## config.mk

```make
export PLATFORM = sky130hd
export DESIGN_NAME = word_to_radix_ascii
export DESIGN_NICKNAME = d
export VERILOG_FILES = /design/src/design/wtra_pkg.sv /design/src/design/wtra_dabble.sv /design/src/design/wtra_emit.sv /design/src/design/word_to_radix_ascii.sv
export SDC_FILE = /design/constraint.sdc
export NUM_CORES = 1
export LEC_CHECK = 0
export BUFFER_PORTS_ARGS = -buffer_cell sky130_fd_sc_hd__buf_4
export CAP_MARGIN = 40
export CORE_UTILIZATION = 55
export CTS_CLUSTER_SIZE = 20
export DETAILED_ROUTE_END_ITERATION = 8
export PLACE_DENSITY = 0.76
export REMOVE_ABC_BUFFERS = 1
export SLEW_MARGIN = 20
export SYNTH_ARGS = -nofsm -noshare
export SYNTH_HDL_FRONTEND = slang
export SYNTH_SLANG_ARGS = --single-unit
```

## constraint.sdc

```tcl
create_clock -name clk -period 3.3 [get_ports clk]
set_clock_uncertainty 0.1 [all_clocks]
set_input_delay 0.165 -clock clk [delete_from_list [all_inputs] [get_ports clk]]
set_output_delay 0.165 -clock clk [all_outputs]
set_load 0.01 [all_outputs]
```

## src/design/wtra_pkg.sv

```systemverilog
// ----------------------------------------------------------------------------
// wtra_pkg: shared definitions for the word to radix ascii formatter
// word width, digit counts, radix codes, character codes and digit mapping
// ----------------------------------------------------------------------------
package wtra_pkg;

    localparam int WORD_BITS  = 32;
    localparam int VALUE_BITS = 32;

    // digit counts of a full word in each radix
    localparam int BIN_DIGITS = WORD_BITS;
    localparam int OCT_DIGITS = (WORD_BITS + 2) / 3;
    localparam int HEX_DIGITS = (WORD_BITS + 3) / 4;
    localparam int DEC_DIGITS = (WORD_BITS * 302) / 1000 + 1;
    localparam int BCD_BITS   = DEC_DIGITS * 4;

    // wide enough to count every digit of the longest radix
    localparam int DCNT_BITS  = $clog2(WORD_BITS + 1);

    localparam logic [1:0] FUNC_BIN = 2'd0;
    localparam logic [1:0] FUNC_OCT = 2'd1;
    localparam logic [1:0] FUNC_DEC = 2'd2;
    localparam logic [1:0] FUNC_HEX = 2'd3;

    localparam logic [7:0] CH_ZERO  = 8'h30;
    localparam logic [7:0] CH_A     = 8'h61;
    localparam logic [7:0] CH_B     = 8'h62;
    localparam logic [7:0] CH_O     = 8'h6f;
    localparam logic [7:0] CH_X     = 8'h78;
    localparam logic [7:0] CH_MINUS = 8'h2d;
    localparam logic [7:0] CH_NL    = 8'h0a;

    typedef struct packed {
        logic [1:0] func;
        logic       neg;
    } emit_cmd_t;

    function automatic logic [7:0] digit_char(input logic [3:0] d);
        logic [7:0] c;
        if (d < 4'd10)
        begin
            c = CH_ZERO + {4'd0, d};
        end
        else
        begin
            c = CH_A + {4'd0, d} - 8'd10;
        end
        return c;
    endfunction

endpackage

```

## src/design/wtra_dabble.sv

```systemverilog
// ----------------------------------------------------------------------------
// wtra_dabble: bit-serial binary to bcd converter
// shifts the word in one bit per cycle, adjusting each bcd digit on the way
// ----------------------------------------------------------------------------
module wtra_dabble (
    input  logic                             clk,
    input  logic                             rst_n,
    input  logic                             start,
    input  logic [wtra_pkg::WORD_BITS-1:0]   word,
    output logic                             done,
    output logic [wtra_pkg::BCD_BITS-1:0]    bcd
);

    logic [wtra_pkg::WORD_BITS-1:0] bin_reg, bin_next;
    logic [wtra_pkg::BCD_BITS-1:0]  bcd_reg, bcd_next;
    logic [wtra_pkg::DCNT_BITS-1:0] cnt_reg, cnt_next;
    logic                           busy_reg, busy_next;
    logic                           done_reg, done_next;
    logic [wtra_pkg::BCD_BITS-1:0]  adj;

    always_comb
    begin
        logic [3:0] dg;
        dg = 4'd0;
        // add three to every digit of five or more before the shift
        for (int i = 0; i < wtra_pkg::DEC_DIGITS; i++)
        begin
            dg = bcd_reg[i*4 +: 4];
            adj[i*4 +: 4] = (dg >= 4'd5) ? dg + 4'd3 : dg;
        end
    end

    always_comb
    begin
        bin_next  = bin_reg;
        bcd_next  = bcd_reg;
        cnt_next  = cnt_reg;
        busy_next = busy_reg;
        done_next = 1'b0;
        if (start)
        begin
            bin_next  = word;
            bcd_next  = '0;
            cnt_next  = wtra_pkg::DCNT_BITS'(wtra_pkg::WORD_BITS);
            busy_next = 1'b1;
        end
        else if (busy_reg)
        begin
            bcd_next = {adj[wtra_pkg::BCD_BITS-2:0], bin_reg[wtra_pkg::WORD_BITS-1]};
            bin_next = bin_reg << 1;
            cnt_next = cnt_reg - wtra_pkg::DCNT_BITS'(1);
            if (cnt_reg == wtra_pkg::DCNT_BITS'(1))
            begin
                busy_next = 1'b0;
                done_next = 1'b1;
            end
        end
    end

    always_ff @(posedge clk or negedge rst_n)
    begin
        if (!rst_n)
        begin
            busy_reg <= 1'b0;
            done_reg <= 1'b0;
            cnt_reg  <= '0;
        end
        else
        begin
            busy_reg <= busy_next;
            done_reg <= done_next;
            cnt_reg  <= cnt_next;
        end
    end

    always_ff @(posedge clk)
    begin
        bin_reg <= bin_next;
        bcd_reg <= bcd_next;
    end

    assign done = done_reg;
    assign bcd  = bcd_reg;

endmodule

```

## src/design/wtra_emit.sv

```systemverilog
// ----------------------------------------------------------------------------
// wtra_emit: character sequencer
// sends sign, prefix, digits and newline one character per request
// ----------------------------------------------------------------------------
module wtra_emit (
    input  logic                            clk,
    input  logic                            rst_n,
    input  logic                            start,
    input  wtra_pkg::emit_cmd_t             cmd,
    input  logic [wtra_pkg::BCD_BITS-1:0]   digits,
    output logic                            done,
    output logic                            out_valid,
    input  logic                            out_stall,
    output logic [7:0]                      char_out,
    output logic                            last
);

    localparam int SHR_BITS  = wtra_pkg::BCD_BITS;
    localparam int BIN_SHIFT = SHR_BITS - wtra_pkg::BIN_DIGITS;
    localparam int OCT_SHIFT = SHR_BITS - 3 * wtra_pkg::OCT_DIGITS;
    localparam int HEX_SHIFT = SHR_BITS - 4 * wtra_pkg::HEX_DIGITS;

    localparam logic [2:0] E_IDLE = 3'd0;
    localparam logic [2:0] E_SIGN = 3'd1;
    localparam logic [2:0] E_PFX0 = 3'd2;
    localparam logic [2:0] E_PFX1 = 3'd3;
    localparam logic [2:0] E_DIG  = 3'd4;
    localparam logic [2:0] E_NL   = 3'd5;

    logic [2:0]                     state_reg, state_next;
    logic [SHR_BITS-1:0]            shr_reg, shr_next;
    logic [wtra_pkg::DCNT_BITS-1:0] cnt_reg, cnt_next;
    logic [1:0]                     func_reg, func_next;
    logic                           started_reg, started_next;
    logic                           ovalid_reg, ovalid_next;
    logic [7:0]                     char_reg, char_next;
    logic                           last_reg, last_next;

    logic                           adv;
    logic                           load;
    logic [SHR_BITS-1:0]            shr_load;
    logic [wtra_pkg::DCNT_BITS-1:0] cnt_load;
    logic [3:0]                     dig;
    logic [SHR_BITS-1:0]            shr_shift;
    logic [7:0]                     pfx_char;

    // output register free or being emptied this cycle
    assign adv = !ovalid_reg || !out_stall;

    // first digit lined up at the top of the shift register
    always_comb
    begin
        case (cmd.func)
            wtra_pkg::FUNC_BIN:
            begin
                shr_load = digits << BIN_SHIFT;
                cnt_load = wtra_pkg::DCNT_BITS'(wtra_pkg::BIN_DIGITS);
            end
            wtra_pkg::FUNC_OCT:
            begin
                shr_load = digits << OCT_SHIFT;
                cnt_load = wtra_pkg::DCNT_BITS'(wtra_pkg::OCT_DIGITS);
            end
            wtra_pkg::FUNC_HEX:
            begin
                shr_load = digits << HEX_SHIFT;
                cnt_load = wtra_pkg::DCNT_BITS'(wtra_pkg::HEX_DIGITS);
            end
            default:
            begin
                shr_load = digits;
                cnt_load = wtra_pkg::DCNT_BITS'(wtra_pkg::DEC_DIGITS);
            end
        endcase
    end

    always_comb
    begin
        case (func_reg)
            wtra_pkg::FUNC_BIN:
            begin
                dig       = {3'd0, shr_reg[SHR_BITS-1]};
                shr_shift = shr_reg << 1;
                pfx_char  = wtra_pkg::CH_B;
            end
            wtra_pkg::FUNC_OCT:
            begin
                dig       = {1'b0, shr_reg[SHR_BITS-1 -: 3]};
                shr_shift = shr_reg << 3;
                pfx_char  = wtra_pkg::CH_O;
            end
            default:
            begin
                dig       = shr_reg[SHR_BITS-1 -: 4];
                shr_shift = shr_reg << 4;
                pfx_char  = wtra_pkg::CH_X;
            end
        endcase
    end

    always_comb
    begin
        state_next   = state_reg;
        shr_next     = shr_reg;
        cnt_next     = cnt_reg;
        func_next    = func_reg;
        started_next = started_reg;
        char_next    = char_reg;
        last_next    = last_reg;
        load         = 1'b0;
        done         = 1'b0;
        case (state_reg)
            E_IDLE:
            begin
                if (start)
                begin
                    shr_next     = shr_load;
                    cnt_next     = cnt_load;
                    func_next    = cmd.func;
                    started_next = 1'b0;
                    if (cmd.func != wtra_pkg::FUNC_DEC)
                        state_next = E_PFX0;
                    else if (cmd.neg)
                        state_next = E_SIGN;
                    else
                        state_next = E_DIG;
                end
            end
            E_SIGN:
            begin
                if (adv)
                begin
                    load       = 1'b1;
                    char_next  = wtra_pkg::CH_MINUS;
                    last_next  = 1'b0;
                    state_next = E_DIG;
                end
            end
            E_PFX0:
            begin
                if (adv)
                begin
                    load       = 1'b1;
                    char_next  = wtra_pkg::CH_ZERO;
                    last_next  = 1'b0;
                    state_next = E_PFX1;
                end
            end
            E_PFX1:
            begin
                if (adv)
                begin
                    load       = 1'b1;
                    char_next  = pfx_char;
                    last_next  = 1'b0;
                    state_next = E_DIG;
                end
            end
            E_DIG:
            begin
                // leading zero skipped, the final digit always goes out
                if (dig == 4'd0 && !started_reg && cnt_reg != wtra_pkg::DCNT_BITS'(1))
                begin
                    shr_next = shr_shift;
                    cnt_next = cnt_reg - wtra_pkg::DCNT_BITS'(1);
                end
                else if (adv)
                begin
                    load         = 1'b1;
                    char_next    = wtra_pkg::digit_char(dig);
                    last_next    = 1'b0;
                    started_next = 1'b1;
                    shr_next     = shr_shift;
                    cnt_next     = cnt_reg - wtra_pkg::DCNT_BITS'(1);
                    if (cnt_reg == wtra_pkg::DCNT_BITS'(1))
                        state_next = E_NL;
                end
            end
            E_NL:
            begin
                if (adv)
                begin
                    load       = 1'b1;
                    char_next  = wtra_pkg::CH_NL;
                    last_next  = 1'b1;
                    done       = 1'b1;
                    state_next = E_IDLE;
                end
            end
            default:
            begin
                state_next = E_IDLE;
            end
        endcase
    end

    always_comb
    begin
        if (load)
            ovalid_next = 1'b1;
        else if (ovalid_reg && !out_stall)
            ovalid_next = 1'b0;
        else
            ovalid_next = ovalid_reg;
    end

    always_ff @(posedge clk or negedge rst_n)
    begin
        if (!rst_n)
        begin
            state_reg   <= E_IDLE;
            ovalid_reg  <= 1'b0;
            started_reg <= 1'b0;
            cnt_reg     <= '0;
        end
        else
        begin
            state_reg   <= state_next;
            ovalid_reg  <= ovalid_next;
            started_reg <= started_next;
            cnt_reg     <= cnt_next;
        end
    end

    always_ff @(posedge clk)
    begin
        shr_reg  <= shr_next;
        func_reg <= func_next;
        char_reg <= char_next;
        last_reg <= last_next;
    end

    assign out_valid = ovalid_reg;
    assign char_out  = char_reg;
    assign last      = last_reg;

endmodule

```

## src/design/word_to_radix_ascii.sv

```systemverilog
// ----------------------------------------------------------------------------
// word_to_radix_ascii: formats a word as ascii text in binary, octal,
// decimal or hex, one character per output request
// ----------------------------------------------------------------------------
// One word is in flight at a time. A binary, octal or hex word goes straight
// to the character sequencer; a decimal word first passes through the
// bit-serial bcd converter. The sequencer then sends the characters (sign,
// prefix, digits, newline) as the output register frees and skips each
// leading zero in turn; the full digit count of the radix is 8, 11, 32 or 10
// at 32 bits (hex, octal, binary, decimal). Output stalls hold the sequencer.
// The next word is taken the cycle after the newline reaches the output
// register.
// ----------------------------------------------------------------------------
module word_to_radix_ascii (
    input  logic        clk,
    input  logic        rst_n,
    input  logic        in_valid,
    output logic        in_stall,
    input  logic [31:0] value,
    input  logic [1:0]  func,
    input  logic        signed_mode,
    input  logic        swap_bytes,
    output logic        out_valid,
    input  logic        out_stall,
    output logic [7:0]  char_out,
    output logic        last
);

    localparam int WB = wtra_pkg::WORD_BITS;
    localparam int NB = WB / 8;

    localparam logic [1:0] ST_IDLE = 2'd0;
    localparam logic [1:0] ST_CONV = 2'd1;
    localparam logic [1:0] ST_EMIT = 2'd2;

    logic [1:0]                    state_reg, state_next;
    logic                          neg_reg, neg_next;

    logic                          accept;
    logic [WB-1:0]                 w_in;
    logic [WB-1:0]                 w_sw;
    logic [WB-1:0]                 mag;
    logic                          neg;
    logic                          is_dec;

    logic                          dab_start;
    logic                          dab_done;
    logic [wtra_pkg::BCD_BITS-1:0] bcd;

    logic                          emit_start;
    logic                          emit_done;
    wtra_pkg::emit_cmd_t           emit_cmd;
    logic [wtra_pkg::BCD_BITS-1:0] emit_digits;

    assign in_stall = (state_reg != ST_IDLE);
    assign accept   = in_valid && (state_reg == ST_IDLE);
    assign is_dec   = (func == wtra_pkg::FUNC_DEC);

    assign w_in = WB'(value);

    always_comb
    begin
        for (int b = 0; b < NB; b++)
        begin
            w_sw[b*8 +: 8] = swap_bytes ? w_in[(NB-1-b)*8 +: 8] : w_in[b*8 +: 8];
        end
    end

    // signed decimal prints the magnitude after a minus sign
    assign neg = is_dec && signed_mode && w_sw[WB-1];
    assign mag = neg ? (~w_sw + WB'(1)) : w_sw;

    always_comb
    begin
        state_next  = state_reg;
        neg_next    = neg_reg;
        dab_start   = 1'b0;
        emit_start  = 1'b0;
        emit_cmd    = '{func: func, neg: 1'b0};
        emit_digits = wtra_pkg::BCD_BITS'(mag);
        case (state_reg)
            ST_IDLE:
            begin
                if (accept)
                begin
                    neg_next = neg;
                    if (is_dec)
                    begin
                        dab_start  = 1'b1;
                        state_next = ST_CONV;
                    end
                    else
                    begin
                        emit_start = 1'b1;
                        state_next = ST_EMIT;
                    end
                end
            end
            ST_CONV:
            begin
                emit_cmd    = '{func: wtra_pkg::FUNC_DEC, neg: neg_reg};
                emit_digits = bcd;
                if (dab_done)
                begin
                    emit_start = 1'b1;
                    state_next = ST_EMIT;
                end
            end
            ST_EMIT:
            begin
                if (emit_done)
                    state_next = ST_IDLE;
            end
            default:
            begin
                state_next = ST_IDLE;
            end
        endcase
    end

    always_ff @(posedge clk or negedge rst_n)
    begin
        if (!rst_n)
            state_reg <= ST_IDLE;
        else
            state_reg <= state_next;
    end

    always_ff @(posedge clk)
    begin
        neg_reg <= neg_next;
    end

    wtra_dabble u_dabble (
        .clk   (clk),
        .rst_n (rst_n),
        .start (dab_start),
        .word  (mag),
        .done  (dab_done),
        .bcd   (bcd)
    );

    wtra_emit u_emit (
        .clk       (clk),
        .rst_n     (rst_n),
        .start     (emit_start),
        .cmd       (emit_cmd),
        .digits    (emit_digits),
        .done      (emit_done),
        .out_valid (out_valid),
        .out_stall (out_stall),
        .char_out  (char_out),
        .last      (last)
    );

endmodule

```

Word level (Yosys, flattened, before mapping)
Cells that the tools add are included.
Widths: inputs -> output; s select.
{"block": "classes", "add_sub_neg": 16, "n_lt_le_gt_ge": 11, "n_eq_ne": 28, "n_mux": 83, "n_bitwise": 1, "reduce_logical": 33}
{"operator": "$pmux 40 s2", "n": 3}
{"operator": "$mux 40", "n": 4}
{"operator": "$mux 32", "n": 3}
{"operator": "$mux 8", "n": 11}
{"operator": "$ge 4x3->1 const B", "n": 10}
{"operator": "$pmux 8 s5", "n": 1}
{"operator": "$add 4x2->4 const B", "n": 9}
{"operator": "$mux 4", "n": 9}
{"operator": "$mux 3", "n": 11}
{"operator": "$add 32x1->32 const B", "n": 1}
{"operator": "$not 32->32", "n": 1}
{"operator": "$mux 6", "n": 5}
{"operator": "$mux 1", "n": 22}
{"operator": "$pmux 6 s3", "n": 1}
{"operator": "$ne 2x1->1 const B", "n": 8}
{"operator": "$pmux 3 s5", "n": 1}
{"operator": "$reduce_and 7->1", "n": 2}
{"operator": "$eq 6x1->1 const B", "n": 2}
{"operator": "$pmux 6 s2", "n": 1}
{"operator": "$sub 6x1->6 const B", "n": 2}
{"operator": "$ne 2x2->1 const B", "n": 5}
{"operator": "$pmux 5 s2", "n": 1}
{"operator": "$reduce_and 3->1", "n": 3}
{"operator": "$add 7x4->8 const A", "n": 1}
{"operator": "30 further kinds", "n": 55}
{"block": "word_totals", "ff_bits": 145, "input_bits": 40}

Longest topological paths before layout
{"block": "depth", "depth_word": 8, "depth_mapped": 15, "mapped_depth_nobuf": 10}

By module
Synthesis repeated with hierarchy kept, for this count alone.
{"block": "hier_totals", "hier_cells": 1283, "area_unflattened_um2": 11116.9}
{"module": "wtra_emit", "instances": 1, "cells_each": 519, "area_each_um2": 4360.4}
{"module": "wtra_dabble", "instances": 1, "cells_each": 413, "area_each_um2": 4190.3}
{"module": "word_to_radix_ascii", "instances": 1, "cells_each": 351, "area_each_um2": 2566.2}

Least setup slack after synthesis
No wires, ideal clock.
{"block": "synth_timing", "path_type": "input to register", "from": "input swap_bytes", "to": "register u_emit.shr_reg[35], data pin", "setup_ns": 0.270, "arrival_ns": 3.249, "slack_ns": -0.320, "stages": 15, "n_path_buf": 7, "cell_sequence": "buf_6 > buf_8 > buf_8 > buf_2 > buf_2 > buf_2 > mux2i_1 > ha_1 > o211ai_1 > or3_1 > clkbuf_1 > o31ai_1 > xor2_1 > a221oi_1 > a21oi_1"}
{"block": "synth_via", "elab_chain_cells": 8, "elab_cells_between_ends": 12, "cone_classes": "1 x add/sub; 9 x mux; 1 x bitwise; 1 x reduce/logical"}
{"item": "start, declared", "line_no": "word_to_radix_ascii.sv:22", "source": "input logic swap_bytes,"}
{"item": "$mux 8", "line_no": "word_to_radix_ascii.sv:65", "source": "w_sw[b*8 +: 8] = swap_bytes ? w_in[(NB-1-b)*8 +: 8] : w_in[b*8 +: 8];"}
{"item": "$not 32->32", "line_no": "word_to_radix_ascii.sv:71", "source": "assign mag = neg ? (~w_sw + WB'(1)) : w_sw;"}
{"item": "$add 32x1->32", "line_no": "word_to_radix_ascii.sv:71"}
{"item": "$mux 32 (*)", "line_no": "word_to_radix_ascii.sv:71"}
{"item": "$mux 40 (*)", "line_no": "word_to_radix_ascii.sv:81", "source": "case (state_reg)"}
{"item": "$pmux 40 s2 (*)", "line_no": "wtra_emit.sv:53", "source": "case (cmd.func)"}
{"item": "$mux 40 (*)", "line_no": "wtra_emit.sv:115", "source": "if (start)"}
{"item": "$pmux 40 s2 (*)", "line_no": "wtra_emit.sv:112", "source": "case (state_reg)"}
{"item": "net u_emit.shr_next[35]", "line_no": "wtra_emit.sv:31", "source": "logic [SHR_BITS-1:0] shr_reg, shr_next;"}
{"item": "end signal, assigned", "line_no": "wtra_emit.sv:227", "source": "shr_reg <= shr_next;"}
{"item": "end, declared", "line_no": "wtra_emit.sv:31"}
The timed path passes the listed nets; every way through them passes the cells marked *. The select of a mux whose other input is x is not followed.
A chain may end at the register's enable or synchronous reset.

Final worst setup path
{"block": "layout_timing", "from": "register state_reg[1]", "to": "register u_emit.shr_reg[36], data pin"}
{"block": "layout_via", "elab_chain_cells": 7, "elab_cells_between_ends": 10, "cone_classes": "3 x eq/ne; 5 x mux; 2 x reduce/logical"}
{"item": "start, declared", "line_no": "word_to_radix_ascii.sv:36", "source": "logic [1:0] state_reg, state_next;"}
{"item": "start signal, assigned", "line_no": "word_to_radix_ascii.sv:126", "source": "state_reg <= state_next;"}
{"item": "$eq 2x1->1 (*)", "line_no": "word_to_radix_ascii.sv:81"}
{"item": "$mux 3", "line_no": "word_to_radix_ascii.sv:81"}
{"item": "$eq 2x2->1 / $logic_not 2->1 (equally long branches)", "line_no": "wtra_emit.sv:53"}
{"item": "$reduce_or 2->1 (no source line)"}
{"item": "$pmux 40 s2 (*)", "line_no": "wtra_emit.sv:53"}
{"item": "$mux 40 (*)", "line_no": "wtra_emit.sv:115"}
{"item": "$pmux 40 s2 (*)", "line_no": "wtra_emit.sv:112"}
{"item": "net u_emit.shr_next[36]", "line_no": "wtra_emit.sv:31"}
Marks and branches as above.

==> reports/metrics.cfg <==
[timing]
drv_slew = 0
relSlewSlack = 0.430
holdWs_ns = 0.0601
final_hold_viol_count = 0
setup_violations = 0
max_freq_mhz = 330
setup_tns_ns = 0
timing.final.crit_share = 0.920
rsz0062_at_grt = no
worst_slew_pin_slew_ns = 0.854
finalCriticalPeriod_ns = 3.03

[die]
core.rowCount = 50
die_h_um = 140
start_util = 0.560
die-width_um = 140
coreArea_um2 = 18600
die_area_um2 = 19500
io-pin-count = 51

[finish]
drive_gt1_frac = 0.119
layoutNonFillerInstCount = 1533
final_nets = 1358
insertedDiodeCount = 0
design_area_um2 = 11700
syn2layout_area_growth_pct = 12.1

[cts]
cts_setup_buffers = 0
h-tree-depth = 4
clk_pin_slew_ns = 0.07
clk_latency_ns = 0.43
ctsHoldBuffers = 2
numCtsBuffers = 17
cts_tree = yes
cts-root-buf = clkbuf_16
clock_path_buffers = 2
cts_resized = 0
clock-sinks = 144

[synth]
synth-edff-count = 83
yosys_warnings = 0
ys_seq_area_frac = 0.366
synthArstFlopShare = 0.146
yosysUniqueCellTypes = 69
ys_ff_latch = 144
syn_area_per_cell_um2 = 8.31
synth-main-ff-cell = edfxtp_1
syn_area_um2 = 10400
netlist_instances = 1256

[setup_path]
timing.rr.start = state_reg[1]
arrival_ns = 3.12
r2r-end = u_emit.shr_reg[36]
crit_fanout = 8
endpoint_kind = register
reg2regPathDepth = 9
reg2reg_slack_ns = 0.27
required_ns = 3.38
worst_setup_path_start_kind = register
crit_type = register to register

[power_and_ir_drop]
p_int_mw = 5.55
pwr-share-clk = 0.194
p_per_area_nw_per_um2 = 814
leakage_nw = 4.76
worst_ir_drop_vdd_v = 0.000515
p_switching_mw = 3.98
seq_power_share = 0.386
comb_power_share = 0.420
switching_share = 0.417

[routing]
wl_met2_mm = 14.4
top_layer = met4
drt_pass1_iterations = 8
viasPerCell = 6.51
drc = 0
route.met3.wl_mm = 3.00
drt_iter0_markers = 1314
drtAntennaViolNets = 0
routed_wl_mm = 31.6
wl_met1_mm = 13.1
wl_per_cell_um = 20.6
num_vias = 9979

[hold_path]
min_from = func[1]
hp-class = input pin to register
whs_endpoint = u_emit.func_reg[1]
hold_depth = 2

[place]
placed_area_um2 = 11100
place_hpwl_mm = 23.2
gp_congestion = 0.964
portBuffers = 49
placed_cells = 1499

[global_routing]
grt_max_degree = 56
grt_overflow = 0
grt_usage = 0.327
grt_pass1_wl_mm = 49.6
antenna_found_initial = 0
grt_pass1_vias = 9002

[job]
max-cap-violations = 0

[outcome]
status = complete, no violations

## power by group through the flow
stage          Clock [mW]  Combinational, mW  Sequential, mW
2_1_floorplan           0               2.71            3.55
3_3_place_gp            0               3.82            3.66
3_5_place_dp            0               3.91            3.69
4_1_cts              1.85               3.96            3.66
5_1_grt              1.93               4.47            3.77
6_report             1.85               4.00            3.68
## kinds of logic after synthesis
family,after synthesis,synth area share
AND/OR/NAND/NOR,444,0.196
AO/OA/AOI/OAI,365,0.217
flip-flops,144,0.366
buffers and inverters,128,0.0503
multiplexers,98,0.0953
XOR/XNOR,44,0.0369
adder cells (fa/ha/maj),32,0.0384
other,1,0.000359
## final cells by class
class | instances | area, um^2
Clock inverter | 14 | 125
Sequential cell | 144 | 3820
Tap cell | 234 | 293
Multi-Input combinational cell | 984 | 6110
Clock buffer | 18 | 429
Inverter | 39 | 146
Fill cell | 1575 | 6940
Timing Repair Buffer | 100 | 781
## cells in the mapped netlist (3+ instances only)
master,n,share of area
nand2_1,179,0.064
nand3b_1,3,0.0022
nor4b_1,4,0.0034
o21a_1,10,0.0072
nand3_1,25,0.012
xnor2_1,26,0.022
clkbuf_1,66,0.024
a31oi_1,11,0.0066
a21o_1,5,0.0036
a211oi_1,14,0.010
o221ai_1,5,0.0042
edfxtp_1,83,0.24
a32o_1,3,0.0029
or3b_1,3,0.0025
o21ai_0,106,0.051
nor4_1,9,0.0054
a32oi_1,8,0.0067
dfrtp_1,21,0.050
a22oi_1,13,0.0093
buf_1,10,0.0036
mux2_2,11,0.012
and2_1,6,0.0036
mux2i_1,87,0.083
o22ai_1,23,0.014
a222oi_1,3,0.0029
nor2b_1,7,0.0042
inv_1,39,0.014
a221oi_1,15,0.013
o21ai_1,9,0.0043
nor2_1,106,0.038
o211ai_1,8,0.0058
or2_2,5,0.0030
a21oi_1,96,0.046
nor3_1,38,0.018
nor3b_1,19,0.014
o31ai_1,17,0.012
nand2b_1,19,0.011
ha_1,32,0.038
buf_2,9,0.0043
xor2_1,18,0.015
dfxtp_1,40,0.077
or3_1,11,0.0066
## worst max path at each step
stage	from	end	slack (ns)	cells after the start
2_1_floorplan	u_emit.func_reg[0]	u_emit.shr_reg[0]	-0.92	8
4_1_cts	state_reg[1]	u_emit.shr_reg[36]	0.34	9
3_3_place_gp	swap_bytes	u_emit.shr_reg[30]	0.21	8
6_report	state_reg[1]	u_emit.shr_reg[36]	0.27	9
5_1_grt	state_reg[1]	u_emit.shr_reg[36]	0.09	9
3_5_place_dp	swap_bytes	u_emit.shr_reg[30]	0.17	8
## worst max-delay path: stages, from the launching register on
cell      delay [ns]
dfrtp_1         0.48
nand2b_1        0.20
nand2_1         0.17
ha_1            0.48
inv_1           0.32
o221ai_1        0.17
o21ai_0         0.20
o21ai_0         0.25
a221oi_1        0.33
a21oi_1         0.07
## cells in the final DEF (no fill, tap or decap), drive strengths merged, types with 13 or more instances in the layout
cell	n
o22ai	23
a211oi	14
nand2b	19
nor3b	19
a22oi	13
dfxtp	40
ha	32
buf	98
xnor2	26
clkbuf	18
nor3	38
dfrtp	21
a221oi	15
nor2	106
edfxtp	83
inv	47
nand3	25
xor2	18
o31ai	18
a21oi	97
o21ai	115
mux2i	87
nand2	179
## routing by layer
layer,global-route usage,up-vias
met5,0,-
met4,0.126,0
met3,0.0568,74
met2,0.514,596
met1,0.448,4670
li1,-,4639
## metrics by stage
stage          setup WS [ns]  total power [mW]   util
2_1_floorplan         -0.919              6.26      -
3_3_place_gp           0.213              7.48  0.597
3_5_place_dp           0.168              7.60  0.597
4_1_cts                0.340              9.47  0.628
5_1_grt               0.0927              10.2  0.628
6_report               0.266              9.53  0.628
Power figures use the tool's default switching activity.
